File: config.mk
export PLATFORM = sky130hd
export DESIGN_NAME = hex_line_editor_parser_unit
export DESIGN_NICKNAME = d
export VERILOG_FILES = /design/src/hlep_pkg.sv /design/src/hlep_hist_mem.sv /design/src/hlep_out_skid.sv /design/src/hex_line_editor_parser_unit.sv
export SDC_FILE = /design/constraint.sdc
export NUM_CORES = 1
export LEC_CHECK = 0
export BUFFER_PORTS_ARGS = -buffer_cell sky130_fd_sc_hd__buf_2
export CAP_MARGIN = 5
export CORE_ASPECT_RATIO = 2
export CORE_MARGIN = 2
export CORE_UTILIZATION = 56
export DETAILED_ROUTE_END_ITERATION = 10
export PLACE_DENSITY_LB_ADDON = 0.2
export RECOVER_POWER = 25
export SYNTH_ARGS = -nofsm -noshare
export SYNTH_HDL_FRONTEND = slang
export SYNTH_SLANG_ARGS = --single-unit
File: constraint.sdc
create_clock -name clk -period 7 [get_ports clk]
set_clock_uncertainty 0.15 [all_clocks]
set_input_delay 2.1 -clock clk [delete_from_list [all_inputs] [get_ports clk]]
set_output_delay 2.1 -clock clk [all_outputs]
set_load 0.05 [all_outputs]
File: src/hlep_pkg.sv
`timescale 1ns / 1ps
// ----------------------------------------------------------------------------
// hlep_pkg
// Shared types, character codes and decode helpers for the hex line parser.
// ----------------------------------------------------------------------------
package hlep_pkg;

	localparam int unsigned CHAR_W  = 8;
	localparam int unsigned VALUE_W = 64;
	localparam int unsigned LEN_W   = 7;

	// control characters
	localparam logic [CHAR_W-1:0] CH_NUL  = 8'h00;
	localparam logic [CHAR_W-1:0] CH_BS   = 8'h08;
	localparam logic [CHAR_W-1:0] CH_LF   = 8'h0A;
	localparam logic [CHAR_W-1:0] CH_CR   = 8'h0D;
	localparam logic [CHAR_W-1:0] CH_ESC  = 8'h1B;
	localparam logic [CHAR_W-1:0] CH_ZERO = 8'h30;
	localparam logic [CHAR_W-1:0] CH_X_LC = 8'h78;
	localparam logic [CHAR_W-1:0] CH_X_UC = 8'h58;

	typedef enum logic [1:0] {
		ST_OK       = 2'd0,
		ST_INVALID  = 2'd1,
		ST_OVERFLOW = 2'd2
	} status_t;

	// one result word
	typedef struct packed {
		logic signed [VALUE_W-1:0] value;
		logic [LEN_W-1:0]          length;
		status_t                   status;
	} result_t;

	// bit 4 set when the character is a hex digit, bits 3:0 its value
	function automatic logic [4:0] hex_digit(input logic [CHAR_W-1:0] c);
		logic [4:0] r;
		r = 5'd0;
		if (c >= 8'h30 && c <= 8'h39) begin
			r = {1'b1, 4'(c - 8'h30)};
		end else if (c >= 8'h41 && c <= 8'h46) begin
			r = {1'b1, 4'(c - 8'h41 + 8'd10)};
		end else if (c >= 8'h61 && c <= 8'h66) begin
			r = {1'b1, 4'(c - 8'h61 + 8'd10)};
		end
		return r;
	endfunction

	function automatic logic is_x(input logic [CHAR_W-1:0] c);
		return (c == CH_X_LC) || (c == CH_X_UC);
	endfunction

	function automatic logic is_term(input logic [CHAR_W-1:0] c);
		return (c == CH_NUL) || (c == CH_LF) || (c == CH_CR) || (c == CH_ESC);
	endfunction

endpackage

File: src/hlep_hist_mem.sv
`timescale 1ns / 1ps
// ----------------------------------------------------------------------------
// hlep_hist_mem
// Character history store: one write port, one read port, registered read.
// ----------------------------------------------------------------------------
module hlep_hist_mem #(
	parameter int unsigned DEPTH = 64,
	parameter int unsigned AW    = 6
) (
	input  logic                        clk,
	input  logic                        we,
	input  logic [AW-1:0]               waddr,
	input  logic [hlep_pkg::CHAR_W-1:0] wdata,
	input  logic [AW-1:0]               raddr,
	output logic [hlep_pkg::CHAR_W-1:0] rdata
);

	logic [hlep_pkg::CHAR_W-1:0] mem_q [DEPTH];
	logic [hlep_pkg::CHAR_W-1:0] rdata_q;

	// write port
	always_ff @(posedge clk) begin
		if (we) begin
			mem_q[waddr] <= wdata;
		end
	end

	// read port, registered
	always_ff @(posedge clk) begin
		rdata_q <= mem_q[raddr];
	end

	assign rdata = rdata_q;

endmodule

File: src/hlep_out_skid.sv
`timescale 1ns / 1ps
// ----------------------------------------------------------------------------
// hlep_out_skid
// Output register with one skid entry; upstream ready is fully registered.
// ----------------------------------------------------------------------------
module hlep_out_skid (
	input  logic              clk,
	input  logic              arst_n,
	input  logic              push,
	input  hlep_pkg::result_t push_data,
	output logic              space,
	output logic              out_valid,
	input  logic              out_ready,
	output hlep_pkg::result_t out_data
);

	logic              ov_q;
	logic              sv_q;
	hlep_pkg::result_t od_q;
	hlep_pkg::result_t sd_q;
	logic              pop;

	assign pop = ov_q && out_ready;

	// valid flags
	always_ff @(posedge clk or negedge arst_n) begin
		if (!arst_n) begin
			ov_q <= 1'b0;
			sv_q <= 1'b0;
		end else if (sv_q) begin
			if (pop) begin
				sv_q <= 1'b0;
			end
		end else if (push && ov_q && !pop) begin
			sv_q <= 1'b1;
		end else if (push) begin
			ov_q <= 1'b1;
		end else if (pop) begin
			ov_q <= 1'b0;
		end
	end

	// payload
	always_ff @(posedge clk) begin
		if (sv_q) begin
			if (pop) begin
				od_q <= sd_q;
			end
		end else if (push && ov_q && !pop) begin
			sd_q <= push_data;
		end else if (push) begin
			od_q <= push_data;
		end
	end

	assign space     = !sv_q;
	assign out_valid = ov_q;
	assign out_data  = od_q;

endmodule

File: src/hex_line_editor_parser_unit.sv
`timescale 1ns / 1ps
// ----------------------------------------------------------------------------
// hex_line_editor_parser_unit
// Hex line parser with prefix handling, backspace editing and a history stack.
// ----------------------------------------------------------------------------
// Throughput: one character per cycle unless the output buffer is full; the top
//   of stack sits in a register and the entry below it is read ahead from the
//   history memory every cycle. Results are registered in the output buffer.
// Reset: line state and output buffer clear; the history memory is not cleared.
// ----------------------------------------------------------------------------
module hex_line_editor_parser_unit #(
	parameter int unsigned HISTORY_DEPTH = 64
) (
	input  logic                         clk,
	input  logic                         arst_n,
	input  logic                         in_valid,
	output logic                         in_ready,
	input  logic [hlep_pkg::CHAR_W-1:0]  character,
	output logic                         out_valid,
	input  logic                         out_ready,
	output logic signed [hlep_pkg::VALUE_W-1:0] value,
	output logic [hlep_pkg::LEN_W-1:0]   length,
	output logic [1:0]                   status
);

	localparam int unsigned AW = (HISTORY_DEPTH > 1) ? $clog2(HISTORY_DEPTH) : 1;
	localparam int unsigned CW = $clog2(HISTORY_DEPTH + 1);

	typedef enum logic [1:0] {
		PFX_NONE = 2'd0,
		PFX_ZERO = 2'd1,
		PFX_0X   = 2'd2,
		PFX_X    = 2'd3
	} prefix_t;

	logic signed [hlep_pkg::VALUE_W-1:0] acc_q, acc_d;
	logic [CW-1:0]                       cnt_q, cnt_d;
	prefix_t                             pfx_q, pfx_d;
	logic [hlep_pkg::CHAR_W-1:0]         top_q, top_d;

	logic                        in_fire;
	logic [4:0]                  dig;
	logic [4:0]                  top_dig;
	logic                        take;
	prefix_t                     new_pfx;
	logic                        use_digit;
	logic [hlep_pkg::VALUE_W-1:0] div_sum;
	logic                        res_valid;
	hlep_pkg::result_t           res;
	hlep_pkg::result_t           out_data;
	logic                        space;
	logic                        mem_we;
	logic [CW-1:0]               rd_cnt;
	logic [hlep_pkg::CHAR_W-1:0] below_top;

	assign in_ready = space;
	assign in_fire  = in_valid && in_ready;
	assign dig      = hlep_pkg::hex_digit(character);
	assign top_dig  = hlep_pkg::hex_digit(top_q);
	// bias negatives by 15 so the arithmetic shift truncates toward zero
	assign div_sum  = acc_q + {{(hlep_pkg::VALUE_W-4){1'b0}}, {4{acc_q[hlep_pkg::VALUE_W-1]}}};

	// classify a non-control character
	always_comb begin
		take      = 1'b0;
		new_pfx   = pfx_q;
		use_digit = dig[4];
		if (character == hlep_pkg::CH_ZERO && cnt_q == '0) begin
			take      = 1'b1;
			new_pfx   = PFX_ZERO;
			use_digit = 1'b0;
		end else if (hlep_pkg::is_x(character) && cnt_q == '0) begin
			take    = 1'b1;
			new_pfx = PFX_X;
		end else if (hlep_pkg::is_x(character) && pfx_q == PFX_ZERO
				&& cnt_q == CW'(1)) begin
			take    = 1'b1;
			new_pfx = PFX_0X;
		end else if (dig[4] && pfx_q != PFX_ZERO) begin
			take = 1'b1;
		end
	end

	// next line state and result
	always_comb begin
		acc_d     = acc_q;
		cnt_d     = cnt_q;
		pfx_d     = pfx_q;
		top_d     = top_q;
		mem_we    = 1'b0;
		res_valid = 1'b0;
		res       = '{value: acc_q, length: '0, status: hlep_pkg::ST_OK};
		if (in_fire) begin
			if (hlep_pkg::is_term(character)) begin
				res_valid = 1'b1;
				res.length = hlep_pkg::LEN_W'(cnt_q);
			end else if (character == hlep_pkg::CH_BS) begin
				if (cnt_q != '0) begin
					// undo the popped character
					if (top_q == hlep_pkg::CH_ZERO && cnt_q == CW'(1)) begin
						pfx_d = PFX_NONE;
					end else if (hlep_pkg::is_x(top_q) && cnt_q == CW'(1)) begin
						pfx_d = PFX_NONE;
					end else if (hlep_pkg::is_x(top_q) && pfx_q == PFX_0X
							&& cnt_q == CW'(2)) begin
						pfx_d = PFX_ZERO;
					end else if (top_dig[4]) begin
						acc_d = {{4{div_sum[hlep_pkg::VALUE_W-1]}},
							div_sum[hlep_pkg::VALUE_W-1:4]};
					end
					cnt_d = cnt_q - CW'(1);
					top_d = below_top;
				end
			end else if (!take) begin
				res_valid  = 1'b1;
				res.status = hlep_pkg::ST_INVALID;
			end else if (cnt_q >= CW'(HISTORY_DEPTH)) begin
				res_valid  = 1'b1;
				res.status = hlep_pkg::ST_OVERFLOW;
			end else begin
				if (use_digit) begin
					acc_d = {acc_q[hlep_pkg::VALUE_W-5:0], dig[3:0]};
				end
				pfx_d  = new_pfx;
				top_d  = character;
				cnt_d  = cnt_q + CW'(1);
				mem_we = 1'b1;
			end
			if (res_valid) begin
				acc_d = '0;
				cnt_d = '0;
				pfx_d = PFX_NONE;
			end
		end
	end

	// read ahead the entry below the next top of stack
	assign rd_cnt = (cnt_d >= CW'(2)) ? (cnt_d - CW'(2)) : '0;

	// line state registers
	always_ff @(posedge clk or negedge arst_n) begin
		if (!arst_n) begin
			acc_q <= '0;
			cnt_q <= '0;
			pfx_q <= PFX_NONE;
			top_q <= '0;
		end else begin
			acc_q <= acc_d;
			cnt_q <= cnt_d;
			pfx_q <= pfx_d;
			top_q <= top_d;
		end
	end

	hlep_hist_mem #(
		.DEPTH (HISTORY_DEPTH),
		.AW    (AW)
	) u_hist (
		.clk   (clk),
		.we    (mem_we),
		.waddr (cnt_q[AW-1:0]),
		.wdata (character),
		.raddr (rd_cnt[AW-1:0]),
		.rdata (below_top)
	);

	hlep_out_skid u_out (
		.clk       (clk),
		.arst_n    (arst_n),
		.push      (res_valid),
		.push_data (res),
		.space     (space),
		.out_valid (out_valid),
		.out_ready (out_ready),
		.out_data  (out_data)
	);

	assign value  = out_data.value;
	assign length = out_data.length;
	assign status = out_data.status;

`ifndef NO_ASSERTIONS
	// stack never holds more than its depth
	a_cnt_bound: assert property (@(posedge clk) disable iff (!arst_n)
		cnt_q <= CW'(HISTORY_DEPTH))
		else $error("history count above depth");

	// a lone leading zero is always the only character held
	a_zero_alone: assert property (@(posedge clk) disable iff (!arst_n)
		pfx_q == PFX_ZERO |-> cnt_q == CW'(1))
		else $error("lone zero prefix with wrong count");

	// every result clears the line
	a_clear: assert property (@(posedge clk) disable iff (!arst_n)
		res_valid |=> (cnt_q == '0 && acc_q == '0 && pfx_q == PFX_NONE))
		else $error("line not cleared after result");

	// input stalls only while a result is pending on the output
	a_stall: assert property (@(posedge clk) disable iff (!arst_n)
		!in_ready |-> out_valid)
		else $error("input stalled with empty output");
`endif

endmodule

After elaboration in Yosys (flattened, before gate mapping)
Memories as Yosys holds them, arrays and structs flattened. A register that Yosys moved wholly into a read port is not among the register bits.
Index checks and enable logic that the tools add are counted.
- mux-type cells: 74
- add/sub/neg operators: 14
- reductions and logical operators: 41
- magnitude comparators: 14
- bitwise gates (word level): 3
- multipliers: 0
- divide/modulo/power cells: 0
- shifts and indexed selects: 0
- equality and inequality tests: 27
- operators by type and width (operator ; number):
    64-bit two-way mux ; 11
    73-bit two-way mux ; 4
    64-bit by 4-bit adder with 64-bit output ; 1
    7-bit two-way mux ; 8
    8-bit by 7-bit equality test with 1-bit output, second input constant ; 4
    8-bit by 7-bit greater-or-equal comparator with 1-bit output, second input constant ; 4
    8-bit by 7-bit less-or-equal comparator with 1-bit output, second input constant ; 4
    2-bit two-way mux ; 16
    8-bit two-way mux ; 4
    5-bit two-way mux ; 6
    8-bit by 4-bit equality test with 1-bit output, second input constant ; 3
    4-bit by 1-bit subtractor with 4-bit output, second input constant ; 6
    1-bit two-way mux ; 23
    1-bit logical AND ; 19
    4-bit adder, second input constant ; 4
    8-bit by 6-bit equality test with 1-bit output, second input constant ; 2
    8-bit by 6-bit greater-or-equal comparator with 1-bit output, second input constant ; 2
    8-bit by 6-bit less-or-equal comparator with 1-bit output, second input constant ; 2
    3-bit by 2-bit != test with 1-bit output, second input constant ; 5
    10-bit AND reduction ; 1
    9-bit two-way mux ; 1
    8-bit by 5-bit equality test with 1-bit output, second input constant ; 1
    8-bit zero test ; 1
    2-bit by 1-bit != test with 1-bit output, second input constant ; 4
    other kinds (25) ; 37
- word-level logic and storage cells: 186
- latch bits: 0
- memory bits (writable): 512
- input port bits: 12
- memories kept: 1
- ROM bits: 0
- output and inout port bits: 75
- bits in registers: 229
- memory list (memory ; depth ; bits a word ; read ports ; clocked after Yosys merged registers in ; wr ports ; line ; RTL):
    u_hist.mem_q ; 64 ; 8 ; 1 ; 1 ; 1 ; hlep_hist_mem.sv:18 ; logic [hlep_pkg::CHAR_W-1:0] mem_q [DEPTH];

Depth between registers and ports, before layout
Gate-level depths: netlist (run 1).
- word-level depth: 19
- depth in mapped cells: 21
- gate-level depth less buffers: 17

Modules after synthesis
Synthesis (run 1) repeated with hierarchy kept, for this count alone.
- cell total of the unflattened synthesis: 1901
- area total of the unflattened synthesis: 31411.4 µm²
- by module, submodules not included (module ; times used ; sequential area each (µm²) ; area each (µm²) ; cells each):
    hlep_hist_mem ; 1 ; 15534.9 ; 20166.8 ; 940
    hex_line_editor_parser_unit ; 1 ; 2026.9 ; 5801.8 ; 721
    hlep_out_skid ; 1 ; 4434.3 ; 5442.7 ; 240

Least setup slack after synthesis (run 1)
Ideal clock, no wire load.
- kind: input to register
- start point: in character[0] in the netlist's numbering
- end point: reg u_out.od_q, in the netlist u_out.out_data[0] (enable)
- buffers on the path: 3
- data arrival time: 7.397 ns
- setup slack: -1.051 ns
- library setup time: 0.504 ns
- stages: 12
- data required time: 6.346 ns
- path through: inv_1 -> ha_1 -> or3b_1 -> and3_1 -> buf_2 -> o21ai_4 -> nand2_4 -> o22ai_2 -> clkbuf_1 -> clkbuf_1 -> a21oi_1 -> nor2_1
- cells in the longest elaborated chain, start to end: 19
- elaborated cells on any way between the ends: 43
- classes of those cells: order compare (6); eq/ne (8); mux (12); reduce/logical (17)
- ends and longest elaborated chain (element ; line ; RTL):
    start, declared ; hex_line_editor_parser_unit.sv:18 ; input logic [hlep_pkg::CHAR_W-1:0] character,
    8-bit by 7-bit greater-or-equal comparator with 1-bit output or 8-bit by 7-bit less-or-equal comparator with 1-bit output (tied branches) ; hlep_pkg.sv:43 ; end else if (c >= 8'h61 && c <= 8'h66) begin
    1-bit logical AND ; hlep_pkg.sv:43 ;
    5-bit two-way mux ; hlep_pkg.sv:43 ;
    5-bit two-way mux ; hlep_pkg.sv:41 ; end else if (c >= 8'h41 && c <= 8'h46) begin
    5-bit two-way mux ; hlep_pkg.sv:39 ; if (c >= 8'h30 && c <= 8'h39) begin
    1-bit logical AND ; hex_line_editor_parser_unit.sv:79 ; end else if (dig[4] && pfx_q != PFX_ZERO) begin
    1-bit two-way mux ; hex_line_editor_parser_unit.sv:79 ;
    1-bit two-way mux ; hex_line_editor_parser_unit.sv:75 ; end else if (hlep_pkg::is_x(character) && pfx_q == PFX_ZERO
    1-bit two-way mux ; hex_line_editor_parser_unit.sv:72 ; end else if (hlep_pkg::is_x(character) && cnt_q == '0) begin
    1-bit two-way mux ; hex_line_editor_parser_unit.sv:68 ; if (character == hlep_pkg::CH_ZERO && cnt_q == '0) begin
    1-bit two-way mux ; hex_line_editor_parser_unit.sv:114 ; end else if (!take) begin
    1-bit two-way mux ; hex_line_editor_parser_unit.sv:97 ; end else if (character == hlep_pkg::CH_BS) begin
    1-bit two-way mux (*) ; hex_line_editor_parser_unit.sv:94 ; if (hlep_pkg::is_term(character)) begin
    1-bit two-way mux (*) (2 in series) ; hex_line_editor_parser_unit.sv:93 ; if (in_fire) begin
    1-bit logical AND (2 in series) ; hlep_out_skid.sv:49 ; end else if (push && ov_q && !pop) begin
    2-bit by 1-bit != test with 1-bit output (no source line) ; n/a ;
    3-bit AND reduction (no source line) (*) ; n/a ;
    end signal, assigned ; hlep_out_skid.sv:47 ; od_q <= sd_q;
    end signal, assigned ; hlep_out_skid.sv:52 ; od_q <= push_data;
    end, declared ; hlep_out_skid.sv:19 ; hlep_pkg::result_t od_q;
Every way passes the cells marked *; elsewhere a longest branch is shown, timed or not. The select of a mux whose other input is x is not followed.
A chain may end at the register's enable or synchronous reset.

Worst setup path after layout (run 1)
- start point: in character[1] in the netlist's numbering
- end point: reg u_hist.rdata_q, in the netlist u_hist.rdata[6], read port of u_hist.mem_q
- cells in the longest elaborated chain, start to end: 18
- elaborated cells on any way between the ends: 45
- classes of those cells: add/sub (1); order compare (7); eq/ne (7); mux (17); reduce/logical (13)
- ends and longest elaborated chain (element ; line ; RTL):
    8-bit by 7-bit greater-or-equal comparator with 1-bit output or 8-bit by 7-bit less-or-equal comparator with 1-bit output (tied branches) ; hlep_pkg.sv:43 ;
    1-bit logical AND ; hlep_pkg.sv:43 ;
    5-bit two-way mux ; hlep_pkg.sv:43 ;
    5-bit two-way mux ; hlep_pkg.sv:41 ;
    5-bit two-way mux ; hlep_pkg.sv:39 ;
    1-bit logical AND ; hex_line_editor_parser_unit.sv:79 ;
    1-bit two-way mux ; hex_line_editor_parser_unit.sv:79 ;
    1-bit two-way mux ; hex_line_editor_parser_unit.sv:75 ;
    [... 2 more ...] ; n/a ;
    1-bit two-way mux ; hex_line_editor_parser_unit.sv:114 ;
    1-bit two-way mux ; hex_line_editor_parser_unit.sv:97 ;
    1-bit two-way mux ; hex_line_editor_parser_unit.sv:94 ;
    1-bit two-way mux ; hex_line_editor_parser_unit.sv:93 ;
    7-bit two-way mux (*) ; hex_line_editor_parser_unit.sv:129 ; if (res_valid) begin
    7-bit two-way mux (*) ; hex_line_editor_parser_unit.sv:93 ;
    6-bit by 2-bit subtractor with 6-bit output or 7-bit by 2-bit greater-or-equal comparator with 1-bit output (tied branches) ; hex_line_editor_parser_unit.sv:138 ; assign rd_cnt = (cnt_d >= CW'(2)) ? (cnt_d - CW'(2)) : '0;
    6-bit two-way mux (*) ; hex_line_editor_parser_unit.sv:138 ;
    end, declared ; hlep_hist_mem.sv:19 ; logic [hlep_pkg::CHAR_W-1:0] rdata_q;
Marks and branches as above.

==> results of run 1 <==
-- logic make-up (layout without fill, tap and decap cells) --
kind of cell | Yosys count | after routing | share of synthesized area
flip-flops | 749 | 749 | 0.702
buffers and inverters | 167 | 343 | 0.0243
adder cells (fa/ha/maj) | 14 | 14 | 0.00559
XOR/XNOR | 50 | 50 | 0.0142
multiplexers | 130 | 130 | 0.0443
AO/OA/AOI/OAI | 511 | 511 | 0.119
AND/OR/NAND/NOR | 613 | 613 | 0.0905
-- registers in the layout (all words and copies together) (netlist names) --
register and count:
u_hist.mem_q 512, top_q 8, acc_q 64, cnt_q 7, pfx_q 2, u_out.out_data 73
u_hist.rdata 8, u_out.out_valid 1, u_out.sv_q 1, u_out.sd_q 73
-- cells in the mapped netlist (25+ instances only) --
master      n  area, um^2
o22ai_1    39         244
dfrtp_1    83        2080
clkbuf_1   69         259
xnor2_1    25         219
mux2i_1    61         611
edfxtp_1  658       19800
o21ai_0    95         475
nor2_1    177         664
nand3_1    41         205
o221ai_1   83         727
a21oi_1    82         410
a31oi_1    37         231
nand2_1   243         912
mux2_2     64         721
buf_2      45         225
-- placed cells by master (no fill, tap or decap), types with 9 or more instances in the layout --
master / synthesis / routed
clkinv_2: 0 / 10
mux2_2: 64 / 59
and2_1: 11 / 11
clkbuf_1: 69 / 20
nand3_1: 41 / 41
nand2_1: 243 / 243
mux2i_1: 61 / 61
o21ai_1: 9 / 9
buf_4: 15 / 92
dfrtp_1: 83 / 82
buf_12: 0 / 18
xor2_1: 24 / 24
o21ai_0: 95 / 95
nor3_1: 21 / 21
edfxtp_1: 658 / 658
a32oi_1: 11 / 11
and3_1: 16 / 16
o22ai_1: 39 / 39
a21o_1: 23 / 23
nand4_1: 14 / 14
a31oi_1: 37 / 37
buf_2: 45 / 82
xnor2_1: 25 / 25
a211oi_1: 15 / 15
inv_1: 24 / 24
nor2_1: 177 / 175
ha_1: 14 / 14
o221ai_1: 83 / 83
a311oi_1: 9 / 9
nor4_1: 24 / 23
mux2_1: 5 / 10
o41ai_1: 12 / 12
clkbuf_16: 0 / 59
a221oi_1: 9 / 9
a21oi_1: 82 / 81
-- per-stage QoR --
step	std cells	hold WS, ns	setup slack, ns	setup TNS, ns	utilization
after detailed placement	3043	0.355	-0.472	-1.57	0.601
after global placement	3043	0.333	-0.371	-0.799	0.601
after global routing	3154	0.396	0.0181	0	0.636
final	3154	0.378	0.103	0	0.636
after CTS	3154	0.373	0.200	0	0.637
after floorplan	2234	0.273	0.167	0	-
-- report_power, final --
part           internal [mW]  total, mW  switching, mW
Combinational          0.409       1.69           1.28
Clock                   1.83       3.42           1.59
Sequential              5.22       5.31         0.0959
Total                   7.45       10.4           2.98
-- per-layer routing --
| layer | track usage | up-vias | wire length (um) |
|---|---|---|---|
| li1 | - | 8897 | - |
| met1 | 0.325 | 10000 | 28500 |
| met2 | 0.534 | 950 | 45200 |
| met3 | 0.0383 | 296 | 5150 |
| met4 | 0.210 | 0 | 7410 |
| met5 | 0 | - | 0 |
-- worst min-delay path by stage --
stage,from,to,slack (ns)
after floorplan,acc_q[10]$_DFFE_PN0P_,u_out.sd_q[19]$_DFFE_PP_,0.27
after global placement,top_q[5]$_DFFE_PN0P_,top_q[5]$_DFFE_PN0P_,0.33
after detailed placement,top_q[5]$_DFFE_PN0P_,top_q[5]$_DFFE_PN0P_,0.36
after CTS,top_q[5]$_DFFE_PN0P_,top_q[5]$_DFFE_PN0P_,0.37
after global routing,acc_q[24]$_DFFE_PN0P_,u_out.sd_q[33]$_DFFE_PP_,0.40
final,top_q[0]$_DFFE_PN0P_,top_q[0]$_DFFE_PN0P_,0.38
-- area by class of cell --
class	instances	area share
Tap cell	744	0.0265
Clock inverter	42	0.0123
Multi-Input combinational cell	1318	0.246
Sequential cell	749	0.626
Timing Repair Buffer	205	0.0430
Inverter	27	0.00288
Clock buffer	69	0.0439
-- worst register-to-register path, cell delays in order, from the launching register on --
cell,delay (ns)
dfrtp_1,0.57
clkinv_1,0.37
ha_1,0.32
nor3b_1,0.15
and2_1,0.29
a22oi_4,0.36
a211oi_1,0.13
o22ai_1,0.26
or2_2,0.17
ha_1,0.15
a21boi_1,0.36
o2111ai_4,0.34
o211a_1,0.39
buf_4,0.20
o221ai_1,0.16
a21oi_1,0.11
a311o_1,0.34
nor4b_1,0.71
buf_4,0.23
nor4_1,0.05
==> impl_metrics.json, run 1 <==
{
  "hpwl_um": 58900,
  "cts_buffer_depth": 3,
  "n_fill_cell": 4170,
  "slowest_delay_ns": 0.71,
  "slew_headroom": -1.96,
  "drt.antenna.violating_nets": 0,
  "ff_latch_area_mm2": 0.0220,
  "crit_path_start_kind": "primary input",
  "wl_um": 86300,
  "ys_types": 103,
  "cts_tree": "done",
  "die_x_um": 171,
  "start_util": 0.567,
  "whs_path_depth": 2,
  "area_growth_pct": 12.2,
  "clock-sinks": 749,
  "grt-ovfl-total": 0,
  "netlist_instances": 2234,
  "yosysSeqAreaShare": 0.702,
  "dieArea_mm2": 0.0580,
  "r2r_cells": 19,
  "rr_endpoint": "u_hist.rdata[6]$_DFF_P_",
  "final_area_mm2": 0.0352,
  "nNetsFinal": 2386,
  "cts-root-buf": "clkbuf_16",
  "worstPathRequired_ns": 7.39,
  "avgViaCountPerCell": 6.39,
  "cp.arrival_ns": 7.28,
  "yosysWarnings": 0,
  "ir_drop_v": 0.000208,
  "syn_nets": 2260,
  "max_freq_mhz": 145,
  "power_density_mw_per_mm2": 297,
  "setup_viol": 0,
  "path_max_fanout": 10,
  "rsz0062_at_grt": "false",
  "critPathLaunch": "character[1]",
  "status": "finished, violations left",
  "antenna_cells": 0,
  "htree_levels": 2,
  "die_h_um": 338,
  "slowest_stage": "nor4b_1",
  "min_period_over_period": 0.985,
  "vias": 20200,
  "netlist_area_mm2": 0.0313,
  "clk_latency_ns": 0.65,
  "path_delay_family": "compound AO/OA/AOI/OAI gates",
  "drtPass1Iterations": 6,
  "grt_usage": 0.300,
  "synthFlopType": "edfxtp_1",
  "synth-seq-cells": 749,
  "cts_hold_buf": 0,
  "synth-edff-count": 658,
  "critPathBufInv": 4,
  "wire_per_inst_um": 27.4,
  "first_global_vias": 20100,
  "grt_max_degree": 85,
  "path_class": "primary input to flip-flop",
  "min_path_type": "flip-flop to flip-flop",
  "r2r_start": "cnt_q[0]$_DFF_PN0_",
  "worstMarginPinSlew_ns": 4.44,
  "final_max_slew_viol_count": 348,
  "num_io_pins": 87,
  "drive_above_1_share": 0.167,
  "cts_made_buffers": 59,
  "hold_viol": 0,
  "cts_resized": 0,
  "fin_crit_ns": 6.90,
  "cp.depth": 20,
  "cts_setup_buffers": 0,
  "cap_violations": 6,
  "multi_input_area_mm2": 0.00864,
  "antenna_found_initial": 0,
  "drtIter0Drc": 2287,
  "grt_pass1_wl_um": 127000,
  "power_leakage_nw": 12.4,
  "crit_path_end_kind": "flip-flop",
  "place_area_mm2": 0.0332,
  "violations": "capacitance limit, slew limit",
  "design.core.area_mm2": 0.0553,
  "reg2reg_slack_ns": 1.08,
  "total_power_mw": 10.4,
  "synthArstFlopShare": 0.111,
  "rows": 122,
  "path_cells": "buf_2, clkbuf_1, ha_1, mux2_2, a211oi_1, buf_4, o21ai_1, nor2_1, nor3_1, or2_2, ha_1, a21boi_1, o2111ai_4, o311ai_4, o221ai_1, a21oi_1, a311o_1, nor4b_1, buf_4, nor4_1",
  "gp_congestion": 0.954,
  "port_buffers": 86,
  "drcViolationCount": 0,
  "path_clk_slew_ns": 0.07,
  "avgSynthCellArea_um2": 14.0,
  "critPathCapture": "u_hist.rdata[6]$_DFF_P_"
}
Power figures use the tool's default switching activity.
==> run 2: changes to the inputs <==
--- a/config.mk
+++ b/config.mk
@@ -5,11 +5,12 @@
 export SDC_FILE = /design/constraint.sdc
 export NUM_CORES = 1
 export LEC_CHECK = 0
+export ABC_AREA = 1
 export BUFFER_PORTS_ARGS = -buffer_cell sky130_fd_sc_hd__buf_2
 export CAP_MARGIN = 5
 export CORE_ASPECT_RATIO = 2
 export CORE_MARGIN = 2
-export CORE_UTILIZATION = 56
+export CORE_UTILIZATION = 57
 export DETAILED_ROUTE_END_ITERATION = 10
 export PLACE_DENSITY_LB_ADDON = 0.2
 export RECOVER_POWER = 25
==> run 2 against run 1 <==
  * The run still ends with capacitance limit, slew limit left
  * Maximum frequency is 9.5% higher
  * Critical path depth grew 6
  * Clock-buffer cell count up 15
  * Hold slack worse by 0.069 ns
  * Routed wire length up 20%
  * Final area up 6.7%
==> impl_metrics.json, run 2 <==
{
  "placed_cells": 4091,
  "fin_crit_ns": 6.30,
  "final_common_cell": "nand2_1",
  "num_io_pins": 87,
  "setup_viol": 0,
  "clock-sinks": 749,
  "wire_per_inst_um": 24.6,
  "rsz0062_at_grt": "false",
  "cts_buffer_depth": 3,
  "cp.arrival_ns": 6.65,
  "yosysWarnings": 0,
  "path_common_cell": "nand2_1",
  "power_leakage_nw": 15.1,
  "synthTopCellsByCount": "900 x nand2_1, 658 x edfxtp_1, 478 x nand3_1",
  "min_period_over_period": 0.900,
  "ys_types": 52,
  "cts_resized": 0,
  "yosys.area_share.simple": 0.236,
  "slowest_stage": "buf_4",
  "start_util": 0.574,
  "stdcell_count": 4210,
  "drt.antenna.violating_nets": 0,
  "rr_endpoint": "u_hist.rdata[5]$_DFF_P_",
  "cts-root-buf": "clkbuf_16",
  "synthArstFlopShare": 0.111,
  "timing.final.ws_setup_ns": 0.702,
  "path_class": "primary input to flip-flop",
  "largest-register": "u_hist.mem_q",
  "cts_made_buffers": 66,
  "grt_pass1_wl_um": 155000,
  "synth-seq-cells": 749,
  "netlist_instances": 3350,
  "die_h_um": 351,
  "drive_above_1_share": 0.0824,
  "drtIter0Drc": 2588,
  "slowest_delay_ns": 0.69,
  "port_buffers": 86,
  "crit_path_start_kind": "primary input",
  "antenna_found_initial": 3,
  "final_max_slew_viol_count": 336,
  "avgViaCountPerCell": 5.95,
  "nNetsFinal": 3411,
  "worstMarginPinSlew_ns": 3.33,
  "critPathBufInv": 3,
  "yosysMostFrequentCell": "nand2_1",
  "avgSynthCellArea_um2": 10.2,
  "synth_fa_ha_area_frac": 0.00511,
  "synthFlopType": "edfxtp_1",
  "slew_headroom": -1.22,
  "vias": 25000,
  "yosysTopAreaCell": "edfxtp_1",
  "first_global_vias": 25600,
  "synth_area_leaders": "edfxtp_1 58%, nand2_1 9.9%, nand3_1 7.0%",
  "syn_nets": 3376,
  "yosysSeqAreaShare": 0.642,
  "synth_xor_area_frac": 0.0123,
  "min_path_type": "flip-flop to flip-flop",
  "drcViolationCount": 0,
  "hold_viol": 0,
  "die_x_um": 177,
  "r2r_start": "u_out.sv_q$_DFF_PN0_",
  "hp-start": "acc_q[15]$_DFFE_PN0P_",
  "synth_compound_area_frac": 0.0439,
  "crit_path_end_kind": "flip-flop",
  "htree_levels": 3,
  "dieArea_mm2": 0.0623,
  "gp_congestion": 0.969,
  "grt_max_degree": 170,
  "cts_setup_buffers": 0,
  "hpwl_um": 69300,
  "path_clk_slew_ns": 0.06,
  "netlist_area_mm2": 0.0343,
  "cts_tree": "done",
  "status": "finished, violations left",
  "pre_cts_ws_ns": 0.192,
  "clk_latency_ns": 0.61,
  "ir_drop_v": 0.000254,
  "r2r_cells": 18,
  "whs_path_depth": 0,
  "tns_ns": 0,
  "synth.top_cell.area_share": 0.576,
  "most-common-layout-cells": "900 x nand2_1, 658 x edfxtp_1, 478 x nand3_1",
  "area_growth_pct": 9.43,
  "wl_um": 103000,
  "max_freq_mhz": 159,
  "cts_hold_buf": 0,
  "drtPass1Iterations": 6,
  "rows": 127,
  "violations": "capacitance limit, slew limit",
  "power_density_mw_per_mm2": 233,
  "path_delay_family": "simple AND/OR/NAND/NOR gates",
  "path_max_fanout": 64,
  "critPathLaunch": "character[5]",
  "reg2reg_slack_ns": 1.36,
  "grt_usage": 0.338,
  "cap_violations": 7,
  "synth_mux_area_frac": 0,
  "min_to": "u_out.sd_q[24]$_DFFE_PP_",
  "grt-ovfl-total": 0,
  "synth_top_family_by_area": "simple AND/OR/NAND/NOR gates",
  "worstPathRequired_ns": 7.36,
  "synth-edff-count": 658,
  "largest_register_ffs": 512,
  "design.core.area_mm2": 0.0597
}
[run 2: cell types whose count changed in the layout (fill, tap and decap cells not counted), moves of 59 or more]
cell and delta:
nand3b_1 +94, o221ai_1 -83, o21ai_0 +65, inv_1 +271, nand3_1 +437, nand2_1 +657
mux2_2 -59, buf_4 -59, mux2i_1 -61
[run 2: cell families after synthesis]
group	count (synthesis)
AOI/OAI and AO/OA	270
xor gates and xnor gates	48
adders and majority gates	14
DFF	749
and+or+nand+nor	1784
buffers and inverters	485
[run 2: worst max-delay path by stage]
stage	slack [ns]	end	cells after the start
2_1_floorplan	0.003	u_out.sd_q[0]$_DFFE_PP_	11
3_3_place_gp	0.15	u_hist.rdata[5]$_DFF_P_	27
3_5_place_dp	0.19	u_hist.rdata[5]$_DFF_P_	27
4_1_cts	0.84	u_hist.rdata[5]$_DFF_P_	27
5_1_grt	0.44	u_hist.rdata[5]$_DFF_P_	25
6_report	0.70	u_hist.rdata[5]$_DFF_P_	26
[run 2: area by class of cell]
type                            instances  area (um^2)
Timing Repair Buffer                  140          961
Antenna cell                            1         2.50
Inverter                              312         1170
Fill cell                            4934        22200
Clock buffer                           84         1800
Multi-Input combinational cell       2116        10200
Clock inverter                         34          392
Sequential cell                       749        22000
Tap cell                              774          968
[run 2: power by group]
part           total, mW  switching (mW)  internal [mW]
combinational      0.117           0.103         0.0137
sequential          4.84               0           4.84
clock               3.77            1.63           2.13
[run 2: metal layers]
metal,global-route usage,wire length [um],up-vias
met5,0,27,-
met4,0.292,10300,4
met3,0.0506,5980,408
met2,0.597,53700,1105
met1,0.344,33600,12000
li1,-,-,11500
[run 2: metrics by stage]
step	power [mW]	instance area [um^2]	utilization	hold slack, ns
final	8.72	37500	0.628	0.309
after global routing	8.92	37500	0.628	0.325
after CTS	8.77	37600	0.629	0.314
after detailed placement	5.06	35400	0.592	0.298
after global placement	5.06	35400	0.592	0.285
after floorplan	4.96	34300	-	0.283
